File: src/rtl/gbn_pkg.sv
package gbn_pkg;

    // Field widths fixed by the interface.
    localparam int SEQ_W     = 16;
    localparam int FILE_W    = 24;
    localparam int LEN_W     = 11;
    localparam int WIN_W     = 6;
    localparam int TICK_W    = 32;
    localparam int CFG_IDX_W = 2;
    localparam int CFG_DAT_W = 32;

    // Defaults for the top-level parameters. The segment size must be a
    // power of two.
    localparam int SEGMENT_BYTES_DEF = 1024;
    localparam int MAX_WINDOW_DEF    = 32;

    // Register reset values.
    localparam logic [WIN_W-1:0]  WINDOW_RESET  = WIN_W'(8);
    localparam logic [TICK_W-1:0] TIMEOUT_RESET = TICK_W'(1000);

    // Identical acks beyond the first that trigger a fast retransmit.
    localparam logic [1:0] DUP_LIMIT = 2'd3;

    typedef enum logic [CFG_IDX_W-1:0] {
        REG_FILE_SIZE     = 2'd0,
        REG_WINDOW_SIZE   = 2'd1,
        REG_TIMEOUT_TICKS = 2'd2
    } reg_index_t;

    typedef enum logic [1:0] {
        ST_IDLE,
        ST_TICK,
        ST_RESEND,
        ST_ACK
    } gbn_state_t;

    typedef enum logic [1:0] {
        ISSUE_NEW,
        ISSUE_RETX,
        ISSUE_DONE
    } issue_kind_t;

    typedef struct packed {
        logic        accept;
        logic        tick_commit;
        logic        ack_commit;
        logic        resend_step;
        logic        issue;
        issue_kind_t kind;
        logic        issue_last;
    } gbn_cmd_t;

    typedef struct packed {
        logic finished;
        logic operation;
        logic send_ok;
        logic resend_more;
        logic resend_final;
        logic issue_ready;
        logic ack_usable;
        logic ack_final;
    } gbn_status_t;

endpackage

File: src/rtl/gbn_ifs.sv
interface gbn_item_if
    import gbn_pkg::*;
();
    logic             valid;
    logic             ready;
    logic             operation;
    logic [SEQ_W-1:0] ack_number;
    logic             ack_check_ok;

    modport source (output valid, output operation, output ack_number,
                    output ack_check_ok, input ready);
    modport sink   (input valid, input operation, input ack_number,
                    input ack_check_ok, output ready);
endinterface

interface gbn_result_if
    import gbn_pkg::*;
();
    logic              valid;
    logic              ready;
    logic [SEQ_W-1:0]  send_seq;
    logic [FILE_W-1:0] byte_offset;
    logic [LEN_W-1:0]  byte_length;
    logic              is_header;
    logic              is_retransmit;
    logic              transfer_done;
    logic              last;

    modport source (output valid, output send_seq, output byte_offset,
                    output byte_length, output is_header, output is_retransmit,
                    output transfer_done, output last, input ready);
    modport sink   (input valid, input send_seq, input byte_offset,
                    input byte_length, input is_header, input is_retransmit,
                    input transfer_done, input last, output ready);
endinterface

interface gbn_cfg_if
    import gbn_pkg::*;
();
    logic                 valid;
    logic                 ready;
    logic [CFG_IDX_W-1:0] index;
    logic [CFG_DAT_W-1:0] data;

    modport source (output valid, output index, output data, input ready);
    modport sink   (input valid, input index, input data, output ready);
endinterface

File: src/rtl/gbn_ctrl.sv
module gbn_ctrl
    import gbn_pkg::*;
(
    input  logic        clk,
    input  logic        rst_n,
    input  logic        item_valid,
    output logic        item_ready,
    input  gbn_status_t status,
    output gbn_cmd_t    cmd
);

    gbn_state_t state_reg;
    gbn_state_t state_next;

    always_ff @(posedge clk or negedge rst_n)
    begin
        if (!rst_n)
        begin
            state_reg <= ST_IDLE;
        end
        else
        begin
            state_reg <= state_next;
        end
    end

    // Next state.
    always_comb
    begin
        state_next = state_reg;
        unique case (state_reg)
            ST_IDLE:
            begin
                if (item_valid)
                begin
                    state_next = status.operation ? ST_ACK : ST_TICK;
                end
            end
            ST_TICK:
            begin
                if (status.finished)
                begin
                    state_next = ST_IDLE;
                end
                else if (!status.send_ok || status.issue_ready)
                begin
                    state_next = status.resend_more ? ST_RESEND : ST_IDLE;
                end
            end
            ST_RESEND:
            begin
                if (status.issue_ready && status.resend_final)
                begin
                    state_next = ST_IDLE;
                end
            end
            ST_ACK:
            begin
                if (status.finished || !status.ack_usable || !status.ack_final ||
                    status.issue_ready)
                begin
                    state_next = ST_IDLE;
                end
            end
            default:
            begin
                state_next = ST_IDLE;
            end
        endcase
    end

    // Commands. The operation bit seen in IDLE is the one on the item port,
    // which the datapath passes through until the item is latched.
    always_comb
    begin
        cmd        = '0;
        item_ready = 1'b0;
        unique case (state_reg)
            ST_IDLE:
            begin
                item_ready = 1'b1;
                cmd.accept = item_valid;
            end
            ST_TICK:
            begin
                if (!status.finished)
                begin
                    if (!status.send_ok)
                    begin
                        cmd.tick_commit = 1'b1;
                    end
                    else if (status.issue_ready)
                    begin
                        cmd.tick_commit = 1'b1;
                        cmd.issue       = 1'b1;
                        cmd.kind        = ISSUE_NEW;
                        cmd.issue_last  = !status.resend_more;
                    end
                end
            end
            ST_RESEND:
            begin
                if (status.issue_ready)
                begin
                    cmd.issue       = 1'b1;
                    cmd.kind        = ISSUE_RETX;
                    cmd.issue_last  = status.resend_final;
                    cmd.resend_step = 1'b1;
                end
            end
            ST_ACK:
            begin
                if (!status.finished && status.ack_usable)
                begin
                    if (!status.ack_final)
                    begin
                        cmd.ack_commit = 1'b1;
                    end
                    else if (status.issue_ready)
                    begin
                        cmd.ack_commit = 1'b1;
                        cmd.issue      = 1'b1;
                        cmd.kind       = ISSUE_DONE;
                        cmd.issue_last = 1'b1;
                    end
                end
            end
            default:
            begin
                cmd = '0;
            end
        endcase
    end

endmodule

File: src/rtl/gbn_datapath.sv
module gbn_datapath
    import gbn_pkg::*;
#(
    parameter int SEGMENT_BYTES = SEGMENT_BYTES_DEF,
    parameter int MAX_WINDOW    = MAX_WINDOW_DEF
)
(
    input  logic                 clk,
    input  logic                 rst_n,
    input  gbn_cmd_t             cmd,
    output gbn_status_t          status,
    input  logic                 item_operation,
    input  logic [SEQ_W-1:0]     item_ack_number,
    input  logic                 item_ack_check_ok,
    input  logic                 cfg_valid,
    input  logic [CFG_IDX_W-1:0] cfg_index,
    input  logic [CFG_DAT_W-1:0] cfg_data,
    input  logic                 res_ready,
    output logic                 res_valid,
    output logic [SEQ_W-1:0]     res_send_seq,
    output logic [FILE_W-1:0]    res_byte_offset,
    output logic [LEN_W-1:0]     res_byte_length,
    output logic                 res_is_header,
    output logic                 res_is_retransmit,
    output logic                 res_transfer_done,
    output logic                 res_last
);

    localparam int SEG_W     = $clog2(SEGMENT_BYTES);
    localparam int CNT_W     = $clog2(MAX_WINDOW + 1);
    localparam int WIN_EXT_W = ((WIN_W + 1) > CNT_W) ? (WIN_W + 1) : CNT_W;

    // Configuration.
    logic [FILE_W-1:0] file_size_reg;
    logic [WIN_W-1:0]  window_reg;
    logic [TICK_W-1:0] timeout_reg;

    // Segment count. The segment size is a power of two, so the number of
    // full segments and the remainder are a shift and a mask of the file size.
    logic [FILE_W-1:0] seg_full;
    logic [SEG_W-1:0]  seg_rem;
    logic [FILE_W:0]   total_sum;
    logic [SEQ_W-1:0]  total_seg;

    // Protocol state.
    logic [SEQ_W-1:0]  base_reg,      base_next;
    logic [SEQ_W-1:0]  next_seq_reg,  next_seq_next;
    logic [TICK_W-1:0] elapsed_reg,   elapsed_next;
    logic [SEQ_W-1:0]  prev_ack_reg,  prev_ack_next;
    logic              prev_ok_reg,   prev_ok_next;
    logic [1:0]        dup_reg,       dup_next;
    logic              fast_reg,      fast_next;
    logic              finished_reg,  finished_next;
    logic [CNT_W-1:0]  idx_reg,       idx_next;
    logic [CNT_W-1:0]  cnt_reg,       cnt_next;

    // Latched item.
    logic              op_reg;
    logic [SEQ_W-1:0]  ack_reg;
    logic              ack_ok_reg;

    // Tick evaluation.
    logic [WIN_EXT_W-1:0] win_ext;
    logic [WIN_EXT_W-1:0] eff_win;
    logic [SEQ_W:0]       win_limit;
    logic                 send_ok;
    logic [TICK_W-1:0]    elapsed_inc;
    logic [TICK_W-1:0]    elapsed_sent;
    logic [SEQ_W-1:0]     next_sent;
    logic                 resend_go;
    logic [SEQ_W-1:0]     outstanding;
    logic [CNT_W-1:0]     resend_cnt;
    logic [CNT_W-1:0]     idx_inc;

    // Ack evaluation.
    logic [SEQ_W-1:0]  new_base;
    logic              ack_final;

    // Issue stage and output register.
    logic              s1_valid_reg,  s1_valid_next;
    logic [SEQ_W-1:0]  s1_seq_reg;
    logic              s1_retx_reg;
    logic              s1_done_reg;
    logic              s1_last_reg;
    logic              s1_move;
    logic              issue_ready;
    logic [SEQ_W-1:0]  issue_seq;
    logic              res_valid_reg, res_valid_next;
    logic [31:0]       offset_prod;
    logic [31:0]       length_full;
    logic [FILE_W:0]   last_seg_seq;
    logic [SEQ_W-1:0]  seq_m1;

    // ---------------- configuration and segment count ----------------
    always_comb
    begin
        seg_full  = file_size_reg >> SEG_W;
        seg_rem   = file_size_reg[SEG_W-1:0];
        total_sum = (FILE_W+1)'(seg_full) +
                    ((seg_rem != '0) ? (FILE_W+1)'(2) : (FILE_W+1)'(1));
        total_seg = (total_sum > (FILE_W+1)'({SEQ_W{1'b1}})) ?
                    {SEQ_W{1'b1}} : total_sum[SEQ_W-1:0];
    end

    always_ff @(posedge clk or negedge rst_n)
    begin
        if (!rst_n)
        begin
            file_size_reg <= '0;
            window_reg    <= WINDOW_RESET;
            timeout_reg   <= TIMEOUT_RESET;
        end
        else if (cfg_valid)
        begin
            unique case (cfg_index)
                REG_FILE_SIZE:
                begin
                    file_size_reg <= cfg_data[FILE_W-1:0];
                end
                REG_WINDOW_SIZE:
                begin
                    window_reg <= cfg_data[WIN_W-1:0];
                end
                REG_TIMEOUT_TICKS:
                begin
                    timeout_reg <= cfg_data[TICK_W-1:0];
                end
                default:
                begin
                    window_reg <= window_reg;
                end
            endcase
        end
    end

    // ---------------- tick and ack evaluation ----------------
    always_comb
    begin
        win_ext = WIN_EXT_W'(window_reg);
        if (win_ext == '0)
        begin
            eff_win = WIN_EXT_W'(1);
        end
        else if (win_ext > WIN_EXT_W'(MAX_WINDOW))
        begin
            eff_win = WIN_EXT_W'(MAX_WINDOW);
        end
        else
        begin
            eff_win = win_ext;
        end
        win_limit    = {1'b0, base_reg} + (SEQ_W+1)'(eff_win);
        send_ok      = ({1'b0, next_seq_reg} < win_limit) && (next_seq_reg < total_seg);
        elapsed_inc  = (elapsed_reg == '1) ? elapsed_reg : elapsed_reg + TICK_W'(1);
        elapsed_sent = (send_ok && (base_reg == next_seq_reg)) ? '0 : elapsed_inc;
        next_sent    = send_ok ? next_seq_reg + SEQ_W'(1) : next_seq_reg;
        resend_go    = (elapsed_sent >= timeout_reg) || fast_reg;
        outstanding  = next_sent - base_reg;
        resend_cnt   = (outstanding > SEQ_W'(MAX_WINDOW)) ? CNT_W'(MAX_WINDOW)
                                                          : outstanding[CNT_W-1:0];
        idx_inc      = idx_reg + CNT_W'(1);

        new_base  = (ack_reg >= base_reg) ? ack_reg + SEQ_W'(1) : base_reg;
        ack_final = ({1'b0, ack_reg} + (SEQ_W+1)'(1)) == {1'b0, total_seg};
    end

    always_comb
    begin
        base_next     = base_reg;
        next_seq_next = next_seq_reg;
        elapsed_next  = elapsed_reg;
        prev_ack_next = prev_ack_reg;
        prev_ok_next  = prev_ok_reg;
        dup_next      = dup_reg;
        fast_next     = fast_reg;
        finished_next = finished_reg;
        idx_next      = idx_reg;
        cnt_next      = cnt_reg;
        if (cmd.tick_commit)
        begin
            next_seq_next = next_sent;
            elapsed_next  = resend_go ? '0 : elapsed_sent;
            if (resend_go)
            begin
                fast_next = 1'b0;
            end
            idx_next = '0;
            cnt_next = resend_cnt;
        end
        if (cmd.resend_step)
        begin
            idx_next = idx_inc;
        end
        if (cmd.ack_commit)
        begin
            base_next = new_base;
            if (new_base != next_seq_reg)
            begin
                elapsed_next = '0;
            end
            if (ack_final)
            begin
                finished_next = 1'b1;
            end
            else if (!prev_ok_reg || (prev_ack_reg != ack_reg))
            begin
                prev_ack_next = ack_reg;
                prev_ok_next  = 1'b1;
                dup_next      = '0;
            end
            else if (dup_reg < DUP_LIMIT)
            begin
                dup_next = dup_reg + 2'd1;
                if (dup_reg + 2'd1 == DUP_LIMIT)
                begin
                    fast_next = 1'b1;
                end
            end
        end
    end

    always_ff @(posedge clk or negedge rst_n)
    begin
        if (!rst_n)
        begin
            base_reg     <= '0;
            next_seq_reg <= '0;
            elapsed_reg  <= '0;
            prev_ack_reg <= '0;
            prev_ok_reg  <= 1'b0;
            dup_reg      <= '0;
            fast_reg     <= 1'b0;
            finished_reg <= 1'b0;
            idx_reg      <= '0;
            cnt_reg      <= '0;
        end
        else
        begin
            base_reg     <= base_next;
            next_seq_reg <= next_seq_next;
            elapsed_reg  <= elapsed_next;
            prev_ack_reg <= prev_ack_next;
            prev_ok_reg  <= prev_ok_next;
            dup_reg      <= dup_next;
            fast_reg     <= fast_next;
            finished_reg <= finished_next;
            idx_reg      <= idx_next;
            cnt_reg      <= cnt_next;
        end
    end

    always_ff @(posedge clk)
    begin
        if (cmd.accept)
        begin
            op_reg     <= item_operation;
            ack_reg    <= item_ack_number;
            ack_ok_reg <= item_ack_check_ok;
        end
    end

    // ---------------- issue stage and output register ----------------
    always_comb
    begin
        s1_move        = s1_valid_reg && (!res_valid_reg || res_ready);
        issue_ready    = !s1_valid_reg || s1_move;
        s1_valid_next  = cmd.issue ? 1'b1 : (s1_move ? 1'b0 : s1_valid_reg);
        res_valid_next = s1_move ? 1'b1 : (res_ready ? 1'b0 : res_valid_reg);
        case (cmd.kind)
            ISSUE_NEW:  issue_seq = next_seq_reg;
            ISSUE_RETX: issue_seq = base_reg + SEQ_W'(idx_reg);
            default:    issue_seq = '0;
        endcase

        seq_m1       = s1_seq_reg - SEQ_W'(1);
        offset_prod  = 32'(seq_m1) * 32'(SEGMENT_BYTES);
        last_seg_seq = (FILE_W+1)'(seg_full) + (FILE_W+1)'(1);
        if (((FILE_W+1)'(s1_seq_reg) == last_seg_seq) && (seg_rem != '0))
        begin
            length_full = 32'(seg_rem);
        end
        else
        begin
            length_full = 32'(SEGMENT_BYTES);
        end
    end

    always_ff @(posedge clk or negedge rst_n)
    begin
        if (!rst_n)
        begin
            s1_valid_reg  <= 1'b0;
            res_valid_reg <= 1'b0;
        end
        else
        begin
            s1_valid_reg  <= s1_valid_next;
            res_valid_reg <= res_valid_next;
        end
    end

    always_ff @(posedge clk)
    begin
        if (cmd.issue)
        begin
            s1_seq_reg  <= issue_seq;
            s1_retx_reg <= (cmd.kind == ISSUE_RETX);
            s1_done_reg <= (cmd.kind == ISSUE_DONE);
            s1_last_reg <= cmd.issue_last;
        end
        if (s1_move)
        begin
            res_send_seq      <= s1_done_reg ? '0 : s1_seq_reg;
            res_is_header     <= !s1_done_reg && (s1_seq_reg == '0);
            res_is_retransmit <= s1_retx_reg;
            res_transfer_done <= s1_done_reg;
            res_last          <= s1_last_reg;
            if (s1_done_reg || (s1_seq_reg == '0))
            begin
                res_byte_offset <= '0;
                res_byte_length <= '0;
            end
            else
            begin
                res_byte_offset <= offset_prod[FILE_W-1:0];
                res_byte_length <= length_full[LEN_W-1:0];
            end
        end
    end

    assign res_valid = res_valid_reg;

    always_comb
    begin
        status.finished     = finished_reg;
        // In IDLE the item is not latched yet, so the port value steers the branch.
        status.operation    = cmd.accept ? item_operation : op_reg;
        status.send_ok      = send_ok;
        status.resend_more  = resend_go && (resend_cnt != '0);
        status.resend_final = idx_inc == cnt_reg;
        status.issue_ready  = issue_ready;
        status.ack_usable   = ack_ok_reg && (ack_reg < next_seq_reg);
        status.ack_final    = ack_final;
    end

endmodule

File: src/rtl/go_back_n_sender_window.sv
// Go-Back-N sender window control with fast retransmit. Each accepted item is
// either a tick (send opportunity and timer advance) or a received ack; the
// block answers with zero or more result transactions, each naming one segment
// to transmit (sequence number, file offset and length) or, once, reporting
// that the final segment was acknowledged. The last result of an item carries
// last. An item is accepted, then evaluated, and a window resend then issues
// its resent segments one at a time; results leave through a two-register
// output path at one per cycle when the sink is ready, and while that path is
// full the item waits for the sink. The item port is ready only between
// items. All registers take effect at once; the segment size must be a power
// of two, so the segment count is a shift and a mask of file_size.
module go_back_n_sender_window
    import gbn_pkg::*;
#(
    parameter int SEGMENT_BYTES = SEGMENT_BYTES_DEF,
    parameter int MAX_WINDOW    = MAX_WINDOW_DEF
)
(
    input  logic   clk,
    input  logic   rst_n,
    gbn_item_if.sink     item,
    gbn_result_if.source result,
    gbn_cfg_if.sink      cfg
);

    gbn_cmd_t    cmd;
    gbn_status_t status;

    // The controller sequences each item; the datapath holds the window
    // state, the segment count and the result pipeline.
    gbn_ctrl u_ctrl (
        .clk        (clk),
        .rst_n      (rst_n),
        .item_valid (item.valid),
        .item_ready (item.ready),
        .status     (status),
        .cmd        (cmd)
    );

    gbn_datapath #(
        .SEGMENT_BYTES (SEGMENT_BYTES),
        .MAX_WINDOW    (MAX_WINDOW)
    ) u_datapath (
        .clk               (clk),
        .rst_n             (rst_n),
        .cmd               (cmd),
        .status            (status),
        .item_operation    (item.operation),
        .item_ack_number   (item.ack_number),
        .item_ack_check_ok (item.ack_check_ok),
        .cfg_valid         (cfg.valid),
        .cfg_index         (cfg.index),
        .cfg_data          (cfg.data),
        .res_ready         (result.ready),
        .res_valid         (result.valid),
        .res_send_seq      (result.send_seq),
        .res_byte_offset   (result.byte_offset),
        .res_byte_length   (result.byte_length),
        .res_is_header     (result.is_header),
        .res_is_retransmit (result.is_retransmit),
        .res_transfer_done (result.transfer_done),
        .res_last          (result.last)
    );

    // Configuration writes are always taken.
    assign cfg.ready = 1'b1;

endmodule

File: src/flat_wrapper.sv
// flat-port wrapper written by rule: the top's interface ports become plain ports
module go_back_n_sender_window_flat import gbn_pkg::*;
#(
    parameter int SEGMENT_BYTES = SEGMENT_BYTES_DEF,
    parameter int MAX_WINDOW    = MAX_WINDOW_DEF
)
  (clk, rst_n, item_valid, item_operation, item_ack_number, item_ack_check_ok, item_ready, result_valid, result_send_seq, result_byte_offset, result_byte_length, result_is_header, result_is_retransmit, result_transfer_done, result_last, result_ready, cfg_valid, cfg_index, cfg_data, cfg_ready);
  gbn_item_if item_i ();
  gbn_result_if result_i ();
  gbn_cfg_if cfg_i ();
  input  logic clk;
  input  logic rst_n;
  input wire logic [$bits(item_i.valid)-1:0] item_valid;
  input wire logic [$bits(item_i.operation)-1:0] item_operation;
  input wire logic [$bits(item_i.ack_number)-1:0] item_ack_number;
  input wire logic [$bits(item_i.ack_check_ok)-1:0] item_ack_check_ok;
  output wire logic [$bits(item_i.ready)-1:0] item_ready;
  output wire logic [$bits(result_i.valid)-1:0] result_valid;
  output wire logic [$bits(result_i.send_seq)-1:0] result_send_seq;
  output wire logic [$bits(result_i.byte_offset)-1:0] result_byte_offset;
  output wire logic [$bits(result_i.byte_length)-1:0] result_byte_length;
  output wire logic [$bits(result_i.is_header)-1:0] result_is_header;
  output wire logic [$bits(result_i.is_retransmit)-1:0] result_is_retransmit;
  output wire logic [$bits(result_i.transfer_done)-1:0] result_transfer_done;
  output wire logic [$bits(result_i.last)-1:0] result_last;
  input wire logic [$bits(result_i.ready)-1:0] result_ready;
  input wire logic [$bits(cfg_i.valid)-1:0] cfg_valid;
  input wire logic [$bits(cfg_i.index)-1:0] cfg_index;
  input wire logic [$bits(cfg_i.data)-1:0] cfg_data;
  output wire logic [$bits(cfg_i.ready)-1:0] cfg_ready;
  assign item_i.valid = item_valid;
  assign item_i.operation = item_operation;
  assign item_i.ack_number = item_ack_number;
  assign item_i.ack_check_ok = item_ack_check_ok;
  assign item_ready = item_i.ready;
  assign result_valid = result_i.valid;
  assign result_send_seq = result_i.send_seq;
  assign result_byte_offset = result_i.byte_offset;
  assign result_byte_length = result_i.byte_length;
  assign result_is_header = result_i.is_header;
  assign result_is_retransmit = result_i.is_retransmit;
  assign result_transfer_done = result_i.transfer_done;
  assign result_last = result_i.last;
  assign result_i.ready = result_ready;
  assign cfg_i.valid = cfg_valid;
  assign cfg_i.index = cfg_index;
  assign cfg_i.data = cfg_data;
  assign cfg_ready = cfg_i.ready;
  go_back_n_sender_window #(.SEGMENT_BYTES(SEGMENT_BYTES), .MAX_WINDOW(MAX_WINDOW)) u_core (.clk(clk), .rst_n(rst_n), .item(item_i), .result(result_i), .cfg(cfg_i));
endmodule
File: config.mk
export PLATFORM = sky130hd
export DESIGN_NAME = go_back_n_sender_window_flat
export DESIGN_NICKNAME = d
export VERILOG_FILES = /design/src/rtl/gbn_pkg.sv /design/src/rtl/gbn_ifs.sv /design/src/rtl/gbn_ctrl.sv /design/src/rtl/gbn_datapath.sv /design/src/rtl/go_back_n_sender_window.sv /design/src/flat_wrapper.sv
export SDC_FILE = /design/constraint.sdc
export NUM_CORES = 1
export LEC_CHECK = 0
export CAP_MARGIN = 40
export CELL_PAD_IN_SITES_DETAIL_PLACEMENT = 1
export CELL_PAD_IN_SITES_GLOBAL_PLACEMENT = 1
export CORE_ASPECT_RATIO = 0.8
export CORE_UTILIZATION = 31
export CTS_CLUSTER_DIAMETER = 120
export CTS_CLUSTER_SIZE = 24
export DETAILED_ROUTE_END_ITERATION = 7
export DONT_BUFFER_PORTS = 1
export PLACE_DENSITY = 0.67
export SLEW_MARGIN = 30
export SYNTH_ARGS = -nofsm -noshare
export SYNTH_HDL_FRONTEND = slang
export SYNTH_SLANG_ARGS = --single-unit
export TNS_END_PERCENT = 30
File: constraint.sdc
create_clock -name clk -period 6.24 [get_ports clk]
set_input_delay 0.624 -clock clk [delete_from_list [all_inputs] [get_ports clk]]
set_output_delay 0.624 -clock clk [all_outputs]
set_load 0.01 [all_outputs]
### Word-level counts from Yosys, hierarchy flattened

Cells that the tools add are included.

| word-level totals | value |
|---|---|
| flip-flop bits (word level) | 255 |
| input port bits | 57 |
| output and inout port bits | 58 |
| word-level logic and storage cells | 177 |

| operators by class | value |
|---|---|
| add/subtract/negate cells | 12 |
| magnitude comparators | 9 |
| eq/ne operators | 19 |
| muxes and demuxes | 57 |
| bitwise gates (word level) | 2 |
| reduce and logical (&&, ||, !) cells | 46 |

Operators by type and width:

| cell | count |
|---|---|
| two-way mux 32 bit | 6 |
| two-way mux 16 bit | 3 |
| adder 16 x 1 -> 16 bit, second input constant | 2 |
| adder 32 x 1 -> 32 bit, second input constant | 1 |
| equality test 32 bit, second input constant | 1 |
| greater-or-equal comparator 32 bit | 1 |
| < comparator 16 bit | 2 |
| inequality test 16 bit | 2 |
| case mux 16 bit (2 select lines) | 1 |
| two-way mux 6 bit | 5 |
| two-way mux 4 bit | 6 |
| two-way mux 1 bit | 22 |
| two-way mux 2 bit | 10 |
| adder 16 x 1 -> 17 bit, second input constant | 1 |
| adder 16 x 7 -> 17 bit | 1 |
| equality test 17 x 16 -> 1 bit | 1 |
| < comparator 16 x 17 -> 1 bit | 1 |
| adder 16 x 6 -> 16 bit | 1 |
| equality test 16 x 15 -> 1 bit | 1 |
| equality test 16 bit | 1 |
| greater-or-equal comparator 16 bit | 1 |
| > comparator 15 x 16 -> 1 bit, second input constant | 1 |
| > comparator 16 x 6 -> 1 bit, second input constant | 1 |
| zero test 16 bit | 1 |
| other kinds (30) | 72 |

### Longest topological paths before layout

| logic depth | value |
|---|---|
| depth after elaboration | 20 |
| gate-level depth with buffers | 35 |
| gate-level depth less buffers | 32 |

### Cells and area by module

From an unflattened synthesis, not the netlist that was laid out.

| unflattened totals | value |
|---|---|
| cell total of the unflattened synthesis | 1749 |
| area total of the unflattened synthesis | 16950.0 um2 |

Modules (own cells, without submodules):

| module | times used | cells an instance | area an instance (um2) | seq. area each (um2) |
|---|---|---|---|---|
| gbn_datapath | 1 | 1717 | 16686.0 | 6490.0 |
| gbn_ctrl | 1 | 30 | 252.7 | 50.0 |
| go_back_n_sender_window | 1 | 2 | 11.3 | 0.0 |

### Worst setup path after synthesis

No wires, ideal clock.

| timing | value |
|---|---|
| path kind | register to register |
| start point | register u_core.u_datapath.window_reg[3] |
| end point | register u_core.u_datapath.s1_last_reg (data pin) |
| setup time | 0.150 ns |
| arrival | 6.618 ns |
| data required time | 6.090 ns |
| setup slack | -0.528 ns |
| cell stages (with the launch flop) | 35 |
| buffers on the path | 2 |
| period minus slack after synthesis | 6.768 ns |
| cells stage by stage | dfstp_2 > nor4_1 > nor2_1 > nor2_1 > ha_1 > a21o_1 > a21oi_1 > o21bai_1 > a21oi_1 > nor2b_1 > o21ai_0 > nor3_1 > nand2_1 > xnor2_1 > ha_1 > a21oi_1 > o21ai_0 > a2111oi_0 > nand3_1 > a21oi_1 > buf_2 > nand2_1 > or3_1 > xnor2_1 > ha_1 > a21oi_1 > o21ai_1 > a21oi_1 > nor2b_1 > a311oi_2 > xnor3_1 > or4_1 > buf_2 > o31a_1 > o211ai_2 |

RTL lines:

| element | line | source |
|---|---|---|
| start: declaration | gbn_datapath.sv:35 | `logic [WIN_W-1:0] window_reg;` |
| start signal: assignment | gbn_datapath.sv:122 | `window_reg <= cfg_data[WIN_W-1:0];` |
| start signal: assignment | gbn_datapath.sv:130 | `window_reg <= window_reg;` |
| end signal: assignment | gbn_datapath.sv:309 | `s1_last_reg <= cmd.issue_last;` |
| end: declaration | gbn_datapath.sv:84 | `logic s1_last_reg;` |

==> flow_metrics.py <==
metrics = {
    "global_route": {
        "grt_max_degree": 157,
        "grtUsageTotal_pct": 20.69,
        "antenna_found_initial": 1,
        "overflow": 0,
        "grt_pass1_wl_um": 89000,
        "grt_pass1_vias": 14610,
    },
    "worst_setup_path": {
        "critPathTopFamily": "compound AO/OA/AOI/OAI gates",
        "worstPathBufferInverterCount": 4,
        "critPathArrivalTime_ns": 7.17,
        "crit_slowest_cell": "dfstp_2",
        "crit_path_max_incr_delay_ns": 0.56,
        "critPathLaunchType": "flop",
        "crit_path_frequent_cell": "nor2_1",
        "worst-setup-path-type": "flop to flop",
        "cp.required_ns": 6.62,
        "path_max_fanout": 8,
        "end_kind": "flop",
    },
    "synthesis": {
        "synthArstFlopShare_pct": 66.53,
        "syn_area_mm2": 0.01704,
        "syn_inst": 1815,
        "ys_seq_elements": 245,
        "synth_edf_count": 81,
        "ys_seq_area_share_pct": 38.39,
        "yosysWarnings": 0,
        "yosysUniqueCellTypes": 81,
        "ys.flop_type": "dfrtp_1",
        "avgSynthCellArea_um2": 9.386,
    },
    "floorplanning": {
        "die_h_um": 211.7,
        "top_level_ports": 115,
        "initial_core_util_pct": 31.54,
        "fp.coreArea_mm2": 0.05401,
        "die_area_mm2": 0.05590,
        "dieWidth_um": 264.1,
        "num_rows": 76,
    },
    "power_and_ir_drop": {
        "pwr-share-comb_pct": 28.2,
        "p_sw_mw": 1.691,
        "p_leak_nw": 8.002,
        "ir_drop_mv": 0.1616,
        "swShare_pct": 35.73,
        "internal-power_mw": 3.042,
        "pwr-share-clk_pct": 22.8,
        "powerDensity_mw_per_mm2": 235.0,
        "pwr-share-seq_pct": 49.0,
    },
    "detailed_routing": {
        "ant_nets": 0,
        "wl_um": 58590,
        "wire_per_inst_um": 22.28,
        "num_vias": 14280,
        "drt_first_pass_iters": 5,
        "drc": 0,
        "via_per_inst": 5.429,
        "dr.first_iter.drc_count": 1050,
    },
    "outcome": {
        "status": "finished, violations left",
        "violations": "negative setup slack",
    },
    "timing": {
        "finalCritPeriodShare_pct": 108.8,
        "worst_slew_pin_slew_ns": 0.9460,
        "setup_tns_ns": -9.870,
        "rsz0062_at_grt": "true",
        "setup_violations": 40,
        "finalMaxSlewViolations": 0,
        "clock_skew_ns": 0.02663,
        "max_freq_ghz": 0.1473,
        "hold_violations": 0,
        "worst_slack_ns": -0.5489,
        "period_needed_ns": 6.789,
        "relSlewSlack_pct": 36.93,
    },
    "place": {
        "dp_hpwl_um": 44360,
        "dp_cells": 2577,
        "gp_congestion": 0.9206,
        "port_buffers": 0,
    },
    "finish": {
        "drive_gt1_share_pct": 20.71,
        "fin_util_pct": 37.29,
        "layout_commonest_cell": "nor2_1",
        "area_growth_pct": 18.22,
        "final_cell_mix": "nor2_1 (170), dfrtp_1 (156), buf_4 (149), nand2_1 (127), xnor2_1 (125)",
        "layoutNonFillerInstCount": 2630,
        "nets": 2109,
    },
    "hold_path": {
        "hp-class": "primary input to async pin",
    },
    "clock_network": {
        "clk_path_buf_depth": 3,
        "htreeDepth": 1,
        "cts_made_buffers": 14,
        "cts_tree": "yes",
        "cts.sinks": 245,
        "clk_pin_slew_ns": 0.11,
        "cts-root-buf": "clkbuf_16",
        "clock_latency_ns": 0.53,
    },
    "job": {
        "cap_violations": 0,
    },
}
## metal layers
metal | GRT usage [%] | part of all wire, %
met1 | 30.57 | 49
met2 | 31.99 | 44
met3 | 2.617 | 5.0
met4 | 4.651 | 2.0
met5 | 0 | 0
## worst paths after layout
path	startpoint	to	slack, ns	depth (start not counted)
setup / recovery	u_core.u_datapath.window_reg[3]	u_core.u_datapath.s1_last_reg	-0.55	31
hold / removal	rst_n	u_core.u_datapath.finished_reg	0.06	1
setup reg to reg	u_core.u_datapath.window_reg[3]	u_core.u_datapath.s1_last_reg	-0.55	31
hold reg to reg	u_core.u_datapath.s1_retx_reg	u_core.u_datapath.res_is_retransmit	0.44	0
max in group asynchronous	rst_n	u_core.u_datapath.timeout_reg[8]	5.14	1
min in group clk	item_ack_number[1]	u_core.u_datapath.ack_reg[1]	0.19	0
## per-stage QoR
step	hold slack [ns]	total power, mW	setup WS [ns]	cell area [um^2]
floorplan	0.3284	3.130	-0.05198	17160
global placement	0.3438	3.552	-0.3668	18760
detailed placement	0.3438	3.616	-0.7008	18770
CTS	0.1624	4.750	-0.4907	19850
global route	0.1307	4.981	-0.8469	20140
finish	0.05586	4.733	-0.5489	20140
## cells by family after synthesis
logic type               after synthesis  share of synthesized area [%]
adder cells (fa/ha/maj)              133                          9.944
AND/OR/NAND/NOR                      629                          18.76
flip-flops                           245                          38.39
AO/OA/AOI/OAI                        331                          12.30
XOR/XNOR                             188                          9.996
buffers and inverters                207                          5.126
multiplexers                          80                          5.442
other                                  2                        0.04408
## power by group through the flow
stage	logic (mW)	clock network [mW]	registers, mW
after global routing	1.47	1.15	2.36
after global placement	1.21	0	2.35
after detailed placement	1.26	0	2.35
after floorplan	0.912	0	2.22
after CTS	1.32	1.11	2.32
final	1.34	1.08	2.32
## layout make-up
type                       count  area [um^2]
antenna                        1        2.502
clock buffer                  23        436.7
clock inverter                 1        16.27
fill                        6122        33870
inverter                     107        401.6
multi-input combinational   1372        10220
sequential                   245         6540
tap                          702        878.3
timing repair buffer         179         1640
## repair_timing
item                       CTS  global route
hold endpoints to repair   156             0
pin swaps                   39            32
setup buffers               18             6
hold buffers                 2             0
gates cloned                 5             0
setup endpoints to repair   40            40
resized for setup           71            58
## synth_stat cells (all sizes together) (7+ instances only)
master | instances | share of area [%]
o31ai | 9 | 0.40
dfstp | 7 | 1.1
dfrtp | 156 | 23
or3 | 9 | 0.33
edfxtp | 81 | 14
o21a | 14 | 0.62
o2111ai | 9 | 0.46
o21bai | 7 | 0.31
or2 | 7 | 0.26
a21oi | 88 | 2.6
xor2 | 58 | 3.0
nor3 | 45 | 1.4
and4 | 12 | 0.62
mux2i | 9 | 0.53
and2 | 10 | 0.37
o211ai | 11 | 0.54
nand3b | 7 | 0.31
ha | 129 | 9.5
o21ai | 88 | 2.6
nand4 | 45 | 1.7
nand2 | 128 | 2.8
nor2b | 34 | 1.2
nand2b | 9 | 0.33
a211oi | 22 | 0.97
a31oi | 19 | 0.70
clkbuf | 50 | 1.1
buf | 50 | 1.7
and3 | 18 | 0.66
or4 | 12 | 0.53
nor4 | 33 | 1.5
xnor2 | 126 | 6.5
a21o | 20 | 0.88
a22oi | 9 | 0.40
nor2 | 179 | 3.9
nand3 | 66 | 1.9
mux2 | 71 | 4.9
inv | 103 | 2.3
Note: power is estimated with default switching activity, not from simulation.
